===== config.mk =====
export PLATFORM = sky130hd
export DESIGN_NAME = gost_bytewise_sign_verify_core
export DESIGN_NICKNAME = d
export VERILOG_FILES = /design/src/rtl/core/gsv_pkg.sv /design/src/rtl/core/gsv_datapath.sv /design/src/rtl/core/gsv_ctrl.sv /design/src/rtl/core/gost_bytewise_sign_verify_core.sv
export SDC_FILE = /design/constraint.sdc
export NUM_CORES = 1
export LEC_CHECK = 0
export BUFFER_PORTS_ARGS = -buffer_cell sky130_fd_sc_hd__clkbuf_2
export CAP_MARGIN = 10
export CORE_MARGIN = 3
export CORE_UTILIZATION = 45
export DETAILED_ROUTE_END_ITERATION = 6
export PLACE_DENSITY_LB_ADDON = 0.15
export REMOVE_ABC_BUFFERS = 1
export SLEW_MARGIN = 5
export SYNTH_ARGS = -nofsm -noshare
export SYNTH_HDL_FRONTEND = slang
export SYNTH_HIERARCHICAL = 1
export SYNTH_SLANG_ARGS = --single-unit

===== constraint.sdc =====
create_clock -name i_clk -period 16.4 [get_ports i_clk]
set_input_delay 1.64 -clock i_clk [delete_from_list [all_inputs] [get_ports i_clk]]
set_output_delay 1.64 -clock i_clk [all_outputs]
set_load 0.05 [all_outputs]

===== src/rtl/core/gsv_pkg.sv =====
package gsv_pkg;

    // config port
    localparam int CFG_IDX_W  = 3;
    localparam int CFG_DATA_W = 32;

    localparam logic [CFG_IDX_W-1:0] CFG_MODULUS_P       = 3'd0;
    localparam logic [CFG_IDX_W-1:0] CFG_ORDER_Q         = 3'd1;
    localparam logic [CFG_IDX_W-1:0] CFG_GENERATOR_A     = 3'd2;
    localparam logic [CFG_IDX_W-1:0] CFG_OWN_SECRET_KEY  = 3'd3;
    localparam logic [CFG_IDX_W-1:0] CFG_PEER_PUBLIC_KEY = 3'd4;

    // datapath commands issued by the controller
    typedef enum logic [4:0] {
        CMD_NONE,
        CMD_POW_A_K,
        CMD_POW_A_U1,
        CMD_POW_Y_U2,
        CMD_POW_MUL,
        CMD_POW_SQR,
        CMD_R_RED,
        CMD_HQ,
        CMD_T1,
        CMD_T2,
        CMD_SRCH_INIT,
        CMD_SRCH_STEP,
        CMD_U1,
        CMD_U2,
        CMD_V,
        CMD_VQ,
        CMD_FIN_SIGN,
        CMD_FIN_RETRY,
        CMD_FIN_VFAIL,
        CMD_FIN_VER
    } t_cmd;

    // datapath status back to the controller
    typedef struct packed {
        logic done;
        logic exp_lsb;
        logic exp_done;
        logic q_zero;
        logic q_one;
        logic ver_bad;
        logic t_one;
        logic w_last;
        logic action;
    } t_status;

endpackage


===== src/rtl/core/gsv_datapath.sv =====
module gsv_datapath #(
    parameter int P_WIDTH = 31,
    parameter int Q_WIDTH = 11
) (
    input  logic                             i_clk,
    input  logic                             i_rst_n,
    input  logic                             i_cfg_we,
    input  logic [gsv_pkg::CFG_IDX_W-1:0]    i_cfg_index,
    input  logic [gsv_pkg::CFG_DATA_W-1:0]   i_cfg_data,
    input  logic                             i_load,
    input  logic                             i_action,
    input  logic [7:0]                       i_h,
    input  logic [Q_WIDTH-1:0]               i_k,
    input  logic [31:0]                      i_cr,
    input  logic [31:0]                      i_cs,
    input  gsv_pkg::t_cmd                    i_cmd,
    output gsv_pkg::t_status                 o_status,
    output logic [Q_WIDTH-1:0]               o_out_r,
    output logic [Q_WIDTH-1:0]               o_out_s,
    output logic                             o_retry,
    output logic                             o_ok
);
    import gsv_pkg::*;

    localparam int DW  = (P_WIDTH > Q_WIDTH) ? P_WIDTH : Q_WIDTH;
    localparam int MCW = $clog2(DW);
    localparam int ECW = $clog2(Q_WIDTH + 1);

    // configuration
    logic [P_WIDTH-1:0] r_p, r_a, r_y;
    logic [Q_WIDTH-1:0] r_q, r_x;

    // item
    logic               r_action;
    logic [7:0]         r_h;
    logic [Q_WIDTH-1:0] r_k;
    logic [31:0]        r_cr, r_cs;

    // working registers
    logic [P_WIDTH-1:0] r_base, r_acc, r_g1;
    logic [Q_WIDTH-1:0] r_exp;
    logic [ECW-1:0]     r_cnt;
    logic [Q_WIDTH-1:0] r_hq, r_rv, r_sv, r_t, r_w, r_u1, r_u2;

    // shared modular multiplier
    logic               r_busy, r_done;
    t_cmd               r_op;
    logic [DW-1:0]      r_mx, r_my, r_mm, r_macc;
    logic [MCW-1:0]     r_mcnt;

    logic               mm_start;
    logic [DW-1:0]      mx, my, mm;
    logic [DW-1:0]      one_p, one_q;
    logic [DW+1:0]      sum, d1, d2, m2;
    logic [DW-1:0]      mm_res;
    logic               mm_fin;
    logic [Q_WIDTH:0]   tsum, tred, s2, s2red, qx;

    always_ff @(posedge i_clk) begin
        if (!i_rst_n) begin
            r_p <= '0;
            r_q <= '0;
            r_a <= '0;
            r_x <= '0;
            r_y <= '0;
        end else if (i_cfg_we) begin
            case (i_cfg_index)
                CFG_MODULUS_P:       r_p <= i_cfg_data[P_WIDTH-1:0];
                CFG_ORDER_Q:         r_q <= i_cfg_data[Q_WIDTH-1:0];
                CFG_GENERATOR_A:     r_a <= i_cfg_data[P_WIDTH-1:0];
                CFG_OWN_SECRET_KEY:  r_x <= i_cfg_data[Q_WIDTH-1:0];
                CFG_PEER_PUBLIC_KEY: r_y <= i_cfg_data[P_WIDTH-1:0];
                default: ;
            endcase
        end
    end

    // 1 mod m
    assign one_p = (r_p <= P_WIDTH'(1)) ? '0 : DW'(1);
    assign one_q = (r_q <= Q_WIDTH'(1)) ? '0 : DW'(1);

    // operand select; y must already be below the modulus
    always_comb begin
        mm_start = 1'b1;
        mx       = '0;
        my       = '0;
        mm       = '0;
        case (i_cmd)
            CMD_POW_A_K, CMD_POW_A_U1: begin
                mx = DW'(r_a); my = one_p; mm = DW'(r_p);
            end
            CMD_POW_Y_U2: begin
                mx = DW'(r_y); my = one_p; mm = DW'(r_p);
            end
            CMD_POW_MUL: begin
                mx = DW'(r_acc); my = DW'(r_base); mm = DW'(r_p);
            end
            CMD_POW_SQR: begin
                mx = DW'(r_base); my = DW'(r_base); mm = DW'(r_p);
            end
            CMD_R_RED: begin
                mx = DW'(r_acc); my = one_q; mm = DW'(r_q);
            end
            CMD_HQ: begin
                mx = DW'(r_h); my = one_q; mm = DW'(r_q);
            end
            CMD_T1: begin
                mx = DW'(r_k); my = DW'(r_hq); mm = DW'(r_q);
            end
            CMD_T2: begin
                mx = DW'(r_x); my = DW'(r_rv); mm = DW'(r_q);
            end
            CMD_U1: begin
                mx = DW'(r_cs[Q_WIDTH-1:0]); my = DW'(r_w); mm = DW'(r_q);
            end
            CMD_U2: begin
                mx = DW'(r_cr[Q_WIDTH-1:0]); my = DW'(r_w); mm = DW'(r_q);
            end
            CMD_V: begin
                mx = DW'(r_g1); my = DW'(r_acc); mm = DW'(r_p);
            end
            CMD_VQ: begin
                mx = DW'(r_g1); my = one_q; mm = DW'(r_q);
            end
            default: mm_start = 1'b0;
        endcase
    end

    // one multiplier bit per cycle, MSB first: acc = 2*acc + bit*y mod m
    assign m2     = {2'b00, r_mm};
    assign sum    = {1'b0, r_macc, 1'b0} + (r_mx[DW-1] ? {2'b00, r_my} : '0);
    assign d1     = (sum >= m2) ? sum - m2 : sum;
    assign d2     = (d1 >= m2) ? d1 - m2 : d1;
    assign mm_fin = r_busy && (r_mcnt == MCW'(DW - 1));
    assign mm_res = (r_mm == '0) ? '0 : d2[DW-1:0];

    assign qx    = {1'b0, r_q};
    assign tsum  = {1'b0, r_t} + {1'b0, r_hq};
    assign tred  = (tsum >= qx) ? tsum - qx : tsum;
    assign s2    = {1'b0, r_t} + {1'b0, mm_res[Q_WIDTH-1:0]};
    assign s2red = (s2 >= qx) ? s2 - qx : s2;

    always_ff @(posedge i_clk) begin
        if (!i_rst_n) begin
            r_busy <= 1'b0;
            r_done <= 1'b0;
        end else begin
            r_done <= 1'b0;
            if (mm_start) begin
                r_busy <= 1'b1;
            end else if (mm_fin) begin
                r_busy <= 1'b0;
                r_done <= 1'b1;
            end else if (i_cmd != CMD_NONE) begin
                r_done <= 1'b1;
            end
        end
    end

    always_ff @(posedge i_clk) begin
        if (i_load) begin
            r_action <= i_action;
            r_h      <= i_h;
            r_k      <= i_k;
            r_cr     <= i_cr;
            r_cs     <= i_cs;
        end

        if (mm_start) begin
            r_op   <= i_cmd;
            r_mx   <= mx;
            r_my   <= my;
            r_mm   <= mm;
            r_macc <= '0;
            r_mcnt <= '0;
        end else if (r_busy) begin
            r_mx   <= r_mx << 1;
            r_macc <= d2[DW-1:0];
            r_mcnt <= r_mcnt + MCW'(1);
        end

        case (i_cmd)
            CMD_POW_A_K: begin
                r_acc <= one_p[P_WIDTH-1:0];
                r_exp <= r_k;
                r_cnt <= '0;
            end
            CMD_POW_A_U1: begin
                r_acc <= one_p[P_WIDTH-1:0];
                r_exp <= r_u1;
                r_cnt <= '0;
            end
            CMD_POW_Y_U2: begin
                r_g1  <= r_acc;
                r_acc <= one_p[P_WIDTH-1:0];
                r_exp <= r_u2;
                r_cnt <= '0;
            end
            CMD_SRCH_INIT: begin
                r_t <= r_hq;
                r_w <= (r_q == Q_WIDTH'(1)) ? '0 : Q_WIDTH'(1);
            end
            CMD_SRCH_STEP: begin
                r_t <= tred[Q_WIDTH-1:0];
                r_w <= r_w + Q_WIDTH'(1);
            end
            CMD_FIN_SIGN: begin
                o_ok <= 1'b0;
                if (r_rv == '0 || r_sv == '0) begin
                    o_out_r <= '0;
                    o_out_s <= '0;
                    o_retry <= 1'b1;
                end else begin
                    o_out_r <= r_rv;
                    o_out_s <= r_sv;
                    o_retry <= 1'b0;
                end
            end
            CMD_FIN_RETRY: begin
                o_out_r <= '0;
                o_out_s <= '0;
                o_retry <= 1'b1;
                o_ok    <= 1'b0;
            end
            CMD_FIN_VFAIL: begin
                o_out_r <= '0;
                o_out_s <= '0;
                o_retry <= 1'b0;
                o_ok    <= 1'b0;
            end
            CMD_FIN_VER: begin
                o_out_r <= '0;
                o_out_s <= '0;
                o_retry <= 1'b0;
                o_ok    <= (32'(r_t) == r_cr);
            end
            default: ;
        endcase

        if (mm_fin) begin
            case (r_op)
                CMD_POW_A_K, CMD_POW_A_U1, CMD_POW_Y_U2:
                    r_base <= mm_res[P_WIDTH-1:0];
                CMD_POW_SQR: begin
                    r_base <= mm_res[P_WIDTH-1:0];
                    r_exp  <= r_exp >> 1;
                    r_cnt  <= r_cnt + ECW'(1);
                end
                CMD_POW_MUL: r_acc <= mm_res[P_WIDTH-1:0];
                CMD_R_RED:   r_rv  <= mm_res[Q_WIDTH-1:0];
                CMD_HQ:      r_hq  <= mm_res[Q_WIDTH-1:0];
                CMD_T1:      r_t   <= mm_res[Q_WIDTH-1:0];
                CMD_T2:      r_sv  <= s2red[Q_WIDTH-1:0];
                CMD_U1:      r_u1  <= mm_res[Q_WIDTH-1:0];
                CMD_U2:      r_u2  <= r_q - mm_res[Q_WIDTH-1:0];
                CMD_V:       r_g1  <= mm_res[P_WIDTH-1:0];
                CMD_VQ:      r_t   <= mm_res[Q_WIDTH-1:0];
                default: ;
            endcase
        end
    end

    assign o_status.done     = r_done;
    assign o_status.exp_lsb  = r_exp[0];
    assign o_status.exp_done = (r_cnt == ECW'(Q_WIDTH));
    assign o_status.q_zero   = (r_q == '0);
    assign o_status.q_one    = (r_q == Q_WIDTH'(1));
    assign o_status.ver_bad  = (r_h == 8'd0) || (r_cr >= 32'(r_q)) || (r_cs >= 32'(r_q));
    assign o_status.t_one    = (r_t == Q_WIDTH'(1));
    assign o_status.w_last   = (r_w == r_q - Q_WIDTH'(1));
    assign o_status.action   = r_action;

endmodule


===== src/rtl/core/gsv_ctrl.sv =====
module gsv_ctrl (
    input  logic             i_clk,
    input  logic             i_rst_n,
    input  logic             i_s_valid,
    input  logic             i_m_ready,
    input  gsv_pkg::t_status i_status,
    output logic             o_s_ready,
    output logic             o_m_valid,
    output gsv_pkg::t_cmd    o_cmd
);
    import gsv_pkg::*;

    typedef enum logic [4:0] {
        ST_IDLE,
        ST_DISPATCH,
        ST_POW_START,
        ST_POW_CHK,
        ST_POW_MUL,
        ST_POW_SQR,
        ST_R_RED,
        ST_HQ,
        ST_T1,
        ST_T2,
        ST_SRCH_INIT,
        ST_SRCH_CHK,
        ST_SRCH_STEP,
        ST_U1,
        ST_U2,
        ST_V,
        ST_VQ,
        ST_FIN
    } t_state;

    typedef enum logic [1:0] {
        PW_SIGN,
        PW_G1,
        PW_G2
    } t_pow;

    t_state r_state, c_next;
    t_pow   r_pow;
    t_cmd   r_cmd, r_fin, c_cmd;
    logic   r_issued, r_out_valid;

    // command and follow-on state of the plain one-command states
    always_comb begin
        c_cmd  = CMD_NONE;
        c_next = ST_IDLE;
        case (r_state)
            ST_POW_START: begin
                c_next = ST_POW_CHK;
                case (r_pow)
                    PW_SIGN: c_cmd = CMD_POW_A_K;
                    PW_G1:   c_cmd = CMD_POW_A_U1;
                    default: c_cmd = CMD_POW_Y_U2;
                endcase
            end
            ST_POW_MUL:   begin c_cmd = CMD_POW_MUL;   c_next = ST_POW_SQR;  end
            ST_POW_SQR:   begin c_cmd = CMD_POW_SQR;   c_next = ST_POW_CHK;  end
            ST_R_RED:     begin c_cmd = CMD_R_RED;     c_next = ST_HQ;       end
            ST_HQ: begin
                c_cmd  = CMD_HQ;
                c_next = i_status.action ? ST_SRCH_INIT : ST_T1;
            end
            ST_T1:        begin c_cmd = CMD_T1;        c_next = ST_T2;       end
            ST_T2:        begin c_cmd = CMD_T2;        c_next = ST_FIN;      end
            ST_SRCH_INIT: begin c_cmd = CMD_SRCH_INIT; c_next = ST_SRCH_CHK; end
            ST_SRCH_STEP: begin c_cmd = CMD_SRCH_STEP; c_next = ST_SRCH_CHK; end
            ST_U1:        begin c_cmd = CMD_U1;        c_next = ST_U2;       end
            ST_U2:        begin c_cmd = CMD_U2;        c_next = ST_POW_START; end
            ST_V:         begin c_cmd = CMD_V;         c_next = ST_VQ;       end
            ST_VQ:        begin c_cmd = CMD_VQ;        c_next = ST_FIN;      end
            default: ;
        endcase
    end

    always_ff @(posedge i_clk) begin
        if (!i_rst_n) begin
            r_state     <= ST_IDLE;
            r_pow       <= PW_SIGN;
            r_fin       <= CMD_FIN_VFAIL;
            r_cmd       <= CMD_NONE;
            r_issued    <= 1'b0;
            r_out_valid <= 1'b0;
        end else begin
            r_cmd <= CMD_NONE;
            if (r_out_valid && i_m_ready) begin
                r_out_valid <= 1'b0;
            end
            case (r_state)
                ST_IDLE: begin
                    if (i_s_valid) begin
                        r_state <= ST_DISPATCH;
                    end
                end
                ST_DISPATCH: begin
                    if (!i_status.action) begin
                        r_pow <= PW_SIGN;
                        if (i_status.q_zero) begin
                            r_fin   <= CMD_FIN_RETRY;
                            r_state <= ST_FIN;
                        end else begin
                            r_fin   <= CMD_FIN_SIGN;
                            r_state <= ST_POW_START;
                        end
                    end else begin
                        r_pow <= PW_G1;
                        if (i_status.q_zero || i_status.ver_bad) begin
                            r_fin   <= CMD_FIN_VFAIL;
                            r_state <= ST_FIN;
                        end else begin
                            r_fin   <= CMD_FIN_VER;
                            r_state <= ST_HQ;
                        end
                    end
                end
                ST_POW_CHK: begin
                    if (i_status.exp_done) begin
                        case (r_pow)
                            PW_SIGN: r_state <= ST_R_RED;
                            PW_G1: begin
                                r_pow   <= PW_G2;
                                r_state <= ST_POW_START;
                            end
                            default: r_state <= ST_V;
                        endcase
                    end else if (i_status.exp_lsb) begin
                        r_state <= ST_POW_MUL;
                    end else begin
                        r_state <= ST_POW_SQR;
                    end
                end
                ST_SRCH_CHK: begin
                    if (i_status.q_one || i_status.t_one) begin
                        r_state <= ST_U1;
                    end else if (i_status.w_last) begin
                        r_fin   <= CMD_FIN_VFAIL;
                        r_state <= ST_FIN;
                    end else begin
                        r_state <= ST_SRCH_STEP;
                    end
                end
                ST_FIN: begin
                    // load the output register only once the slot is free
                    if (!r_issued) begin
                        if (!r_out_valid || i_m_ready) begin
                            r_cmd    <= r_fin;
                            r_issued <= 1'b1;
                        end
                    end else if (i_status.done) begin
                        r_issued    <= 1'b0;
                        r_out_valid <= 1'b1;
                        r_state     <= ST_IDLE;
                    end
                end
                default: begin
                    if (!r_issued) begin
                        r_cmd    <= c_cmd;
                        r_issued <= 1'b1;
                    end else if (i_status.done) begin
                        r_issued <= 1'b0;
                        r_state  <= c_next;
                    end
                end
            endcase
        end
    end

    assign o_s_ready = (r_state == ST_IDLE);
    assign o_m_valid = r_out_valid;
    assign o_cmd     = r_cmd;

endmodule


===== src/rtl/core/gost_bytewise_sign_verify_core.sv =====
// GOST R 34.10-94 style sign / verify engine, one digest byte per item.
//
// Channels:
//   cfg  : i_cfg_valid/o_cfg_ready, index 0..4 = p, q, a, x, y. Write only
//          while the core is idle. Ready is always high.
//   s_axis: one transfer = one job. tuser[0] = action (0 sign, 1 verify).
//   m_axis: one result transfer per job.
// Operation: the core runs one job at a time on a single bit-serial modular
//   multiplier (one multiplier bit per cycle, DW = max(P_WIDTH, Q_WIDTH)).
//   An exponentiation is one multiply that reduces the base, then Q_WIDTH
//   square steps plus one multiply per set exponent bit. Verify: two
//   exponentiations plus a linear inverse search over at most q-1 candidates.
// s_axis_tready is high only while idle. The finished result sits in an
//   output register, so the next job is accepted while it waits; a job that
//   finishes while the previous result is still stalled holds until taken.
// Reset (synchronous, active low) clears all config registers to zero,
//   returns the controller to idle and drops m_axis_tvalid.
module gost_bytewise_sign_verify_core #(
    parameter int P_WIDTH = 31,
    parameter int Q_WIDTH = 11,
    localparam int IN_W  = ((8 + Q_WIDTH + 64 + 7) / 8) * 8,
    localparam int OUT_W = ((2 * Q_WIDTH + 2 + 7) / 8) * 8
) (
    input  logic                            i_clk,
    input  logic                            i_rst_n,
    // config write
    input  logic                            i_cfg_valid,
    output logic                            o_cfg_ready,
    input  logic [gsv_pkg::CFG_IDX_W-1:0]   i_cfg_index,
    input  logic [gsv_pkg::CFG_DATA_W-1:0]  i_cfg_data,
    // job in
    input  logic                            i_s_axis_tvalid,
    output logic                            o_s_axis_tready,
    input  logic [IN_W-1:0]                 i_s_axis_tdata,  // digest_byte, nonce_k, check_r, check_s
    input  logic [0:0]                      i_s_axis_tuser,  // action
    // result out
    output logic                            o_m_axis_tvalid,
    input  logic                            i_m_axis_tready,
    output logic [OUT_W-1:0]                o_m_axis_tdata   // out_r, out_s, retry_needed, signature_ok
);
    import gsv_pkg::*;

    localparam int K_LO  = 8;
    localparam int CR_LO = K_LO + Q_WIDTH;
    localparam int CS_LO = CR_LO + 32;

    t_cmd               cmd;
    t_status            status;
    logic               in_fire;
    logic [Q_WIDTH-1:0] out_r, out_s;
    logic               retry, ok;

    assign o_cfg_ready = 1'b1;
    assign in_fire     = i_s_axis_tvalid && o_s_axis_tready;

    gsv_ctrl u_ctrl (
        .i_clk     (i_clk),
        .i_rst_n   (i_rst_n),
        .i_s_valid (i_s_axis_tvalid),
        .i_m_ready (i_m_axis_tready),
        .i_status  (status),
        .o_s_ready (o_s_axis_tready),
        .o_m_valid (o_m_axis_tvalid),
        .o_cmd     (cmd)
    );

    gsv_datapath #(
        .P_WIDTH (P_WIDTH),
        .Q_WIDTH (Q_WIDTH)
    ) u_dp (
        .i_clk       (i_clk),
        .i_rst_n     (i_rst_n),
        .i_cfg_we    (i_cfg_valid),
        .i_cfg_index (i_cfg_index),
        .i_cfg_data  (i_cfg_data),
        .i_load      (in_fire),
        .i_action    (i_s_axis_tuser[0]),
        .i_h         (i_s_axis_tdata[7:0]),
        .i_k         (i_s_axis_tdata[CR_LO-1:K_LO]),
        .i_cr        (i_s_axis_tdata[CS_LO-1:CR_LO]),
        .i_cs        (i_s_axis_tdata[CS_LO+31:CS_LO]),
        .i_cmd       (cmd),
        .o_status    (status),
        .o_out_r     (out_r),
        .o_out_s     (out_s),
        .o_retry     (retry),
        .o_ok        (ok)
    );

    assign o_m_axis_tdata = OUT_W'({ok, retry, out_s, out_r});

    // a result is either a sign result or a verify verdict, never both
    a_flags_exclusive: assert property (@(posedge i_clk) disable iff (!i_rst_n)
        o_m_axis_tvalid |-> !(retry && ok))
        else $error("retry and signature_ok both set");

    // retry always comes with a zeroed pair
    a_retry_zero: assert property (@(posedge i_clk) disable iff (!i_rst_n)
        (o_m_axis_tvalid && retry) |-> (out_r == '0 && out_s == '0))
        else $error("retry with nonzero r/s");

    // an accepted job keeps the input closed on the next cycle
    a_one_job: assert property (@(posedge i_clk) disable iff (!i_rst_n)
        in_fire |=> !o_s_axis_tready)
        else $error("input reopened right after accept");

endmodule


==> run metrics <==
synth-to-layout area growth=11.24%; worst setup path startpoint=u_dp/r_mx[30]$_DFFE_PP_; Synth Area per Inst=9.599 µm²; number of global-route vias before repair=24.63k; initial DRC count=3435; Hold Crit Class=reg -> reg; Fin Clk Skew=0.03770 ns; Min-Delay Path Depth=2; final core utilization=50.90%; DP Wirelength=78370 µm; Post-CTS Setup Bufs=0; antenna-violating nets left=0; FFs w/ async S/R, synth=0%; worst hold margin=0.4573 ns; worst relative slew slack=20.39%; Avg Vias per Cell=6.110; Routed WL per cell=24.40 µm; Fin. Hold Viols=0; register area share after synthesis=44.99%; PortBufs=148; Final Max Slew Viols=0; Setup CP Type=reg -> reg; placed insts=4232; # nets final=3674; number of remaining DRC errors=8; TritonCTS buffer count=58; post-route insts no fill=4344; initial antenna violation count=6; via count=26.54k; reg2reg path depth=52; Yosys warnings=6; Post-CTS Hold Buffers=0; run status=complete, but fails checks; Reg area=14240 µm²; Die Span X=271.2 µm; hold endpoint=u_dp/r_exp[2]$_DFF_P_; Final Setup Violations=0; diode count=0; Tot GR Track Use=27.83%; Die Span Y=271.2 µm; commonest non-fill, non-tap cell in the layout=nand2_1; worst skew pair latency=0.65 ns; RR Endpoint=u_dp/r_sv[3]$_DFFE_PP_; worst r2r src=u_dp/r_mx[30]$_DFFE_PP_; CP max stage cell=nor2_1; CTS H-tree depth=2; starting density of the core=45.76%; CP arrival=14.45 ns; FP Rows=96; most frequent cells in the layout=nand2_1 (474), edfxtp_1 (303), dfxtp_1 (256), a21oi_1 (210), ha_1 (174); Crit. End Element=flop; Post-CTS Resized=0; Tcrit/Tclk final=85.86%; CTS tree=done; fmax=71.02 MHz; Top FF cell, synth=edfxtp_1; beginning of the worst hold path=u_dp/r_exp[3]$_DFF_P_; top-level port count=156; metal2 WL=43410 µm; Met3 Wirelength=11460 µm; die footprint=73570 µm²; largest registers=u_dp/r_cr x32, u_dp/r_cs x32; Root Driver=clkbuf_16; R2R Setup Slk=2.32 ns; RSZ-0062 raised after global routing=no; number of distinct library cells after synthesis=93; CTS sink count=560; Post-synth EDFFs=303; Period minus WS final=14.08 ns; routability congestion estimate from global placement=0.9279; Reg clk slew, reported paths=0.06 ns; largest net degree at the start of global routing=92; M1 WL=48540 µm; CP Data Required Time=16.77 ns; Fillers=6363; Post-Route Setup TNS=0 ns; Post-Synthesis Cells=3298; share of cells above drive strength 1=11.16%; area of the multi-input gates=16380 µm²; DRT Wirelength=106000 µm; Bufs on Longest Clock Path=3; 1st-pass router iterations=7; MaxCap Viol Count=0; delay of the slowest critical-path stage=0.69 ns; Worst Tran Pin Value=1.191 ns; crit-path max FO=19; Top Layer Used=met5; global route overflow=0; register bit total from synthesis=560; core box area=69190 µm²; critical path launch point type=flop; failing checks=design-rule violations; first-pass GRT wire length=156300 µm; Post-Syn Area=31660 µm²
## Yosys cell counts (19+ instances only)
cell type | n | area, µm²
clkbuf_1 | 149 | 559.3
inv_1 | 90 | 337.8
a22oi_1 | 46 | 345.3
edfxtp_1 | 303 | 9099
ha_1 | 174 | 2177
a21oi_1 | 210 | 1051
nor3_1 | 40 | 200.2
nand3_1 | 57 | 285.3
o21ai_1 | 39 | 195.2
nand2b_1 | 39 | 244.0
a22o_1 | 43 | 376.6
mux2_2 | 26 | 292.8
nor2_1 | 161 | 604.3
nand4_1 | 48 | 300.3
xnor2_1 | 97 | 849.6
nor2b_1 | 45 | 281.5
o211ai_1 | 38 | 285.3
o21ai_0 | 160 | 800.8
dfxtp_1 | 257 | 5145
nand2_1 | 474 | 1779
and3_1 | 24 | 150.1
nor4_1 | 39 | 244.0
a222oi_1 | 48 | 480.5
mux2i_1 | 43 | 430.4
a211oi_1 | 32 | 240.2
a21o_1 | 49 | 367.9
and2_1 | 88 | 550.5
a221oi_1 | 19 | 166.4
xor2_1 | 66 | 578.1
a31oi_1 | 23 | 143.9
a21boi_0 | 125 | 938.4
## layout make-up
cell class / instances / share of cell area (%)
inverter: 96 / 1.023
clock buffer: 76 / 4.576
tap: 931 / 3.308
multi-input combinational: 2459 / 46.50
timing repair buffer: 188 / 2.963
sequential: 560 / 40.45
clock inverter: 34 / 1.180
## stage by stage
stage / instance area [µm²] / setup WS, ns
floorplan: 30890 / 2.797
global route: 35220 / 1.707
global placement: 33180 / 2.371
CTS: 35200 / 2.137
finish: 35220 / 2.319
detailed placement: 33180 / 2.276
## cell families after synthesis
kind of cell / share of synthesized area, %
AOI/OAI and AO/OA: 20.98
buffers and inverters: 3.549
and+or+nand+nor: 15.99
muxes: 2.581
other: 0.01185
adders and majority gates: 7.383
DFF: 44.99
xor gates and xnor gates: 4.509
## metal layers
| layer | vias up | GRT usage [%] |
|---|---|---|
| met5 | - | 0 |
| met4 | 10 | 6.453 |
| met3 | 169 | 6.054 |
| met2 | 1324 | 40.04 |
| met1 | 12757 | 42.39 |
| li1 | 12281 | - |
## worst max path at each step
| stage | endpoint | slack [ns] |
|---|---|---|
| CTS | u_dp/r_sv[3]$_DFFE_PP_ | 2.14 |
| detailed placement | u_dp/r_sv[3]$_DFFE_PP_ | 2.28 |
| finish | u_dp/r_sv[3]$_DFFE_PP_ | 2.32 |
| global route | u_dp/r_sv[6]$_DFFE_PP_ | 1.71 |
| global placement | u_dp/r_sv[4]$_DFFE_PP_ | 2.37 |
| floorplan | u_dp/r_sv[10]$_DFFE_PP_ | 2.80 |
## critical path, delay by kind of cell (launching register included)
| kind | cells | cell delay (ns) |
|---|---|---|
| compound gates | 29 | 6.60 |
| flops | 1 | 0.48 |
| buf+inv | 3 | 0.70 |
| mux | 1 | 0.37 |
| xor+xnor | 2 | 0.29 |
| fa+ha+maj | 6 | 2.13 |
| simple gates | 11 | 3.17 |
Power is not shown: default switching activity piles up to over one toggle a cycle in this logic, so the estimate is an artifact.
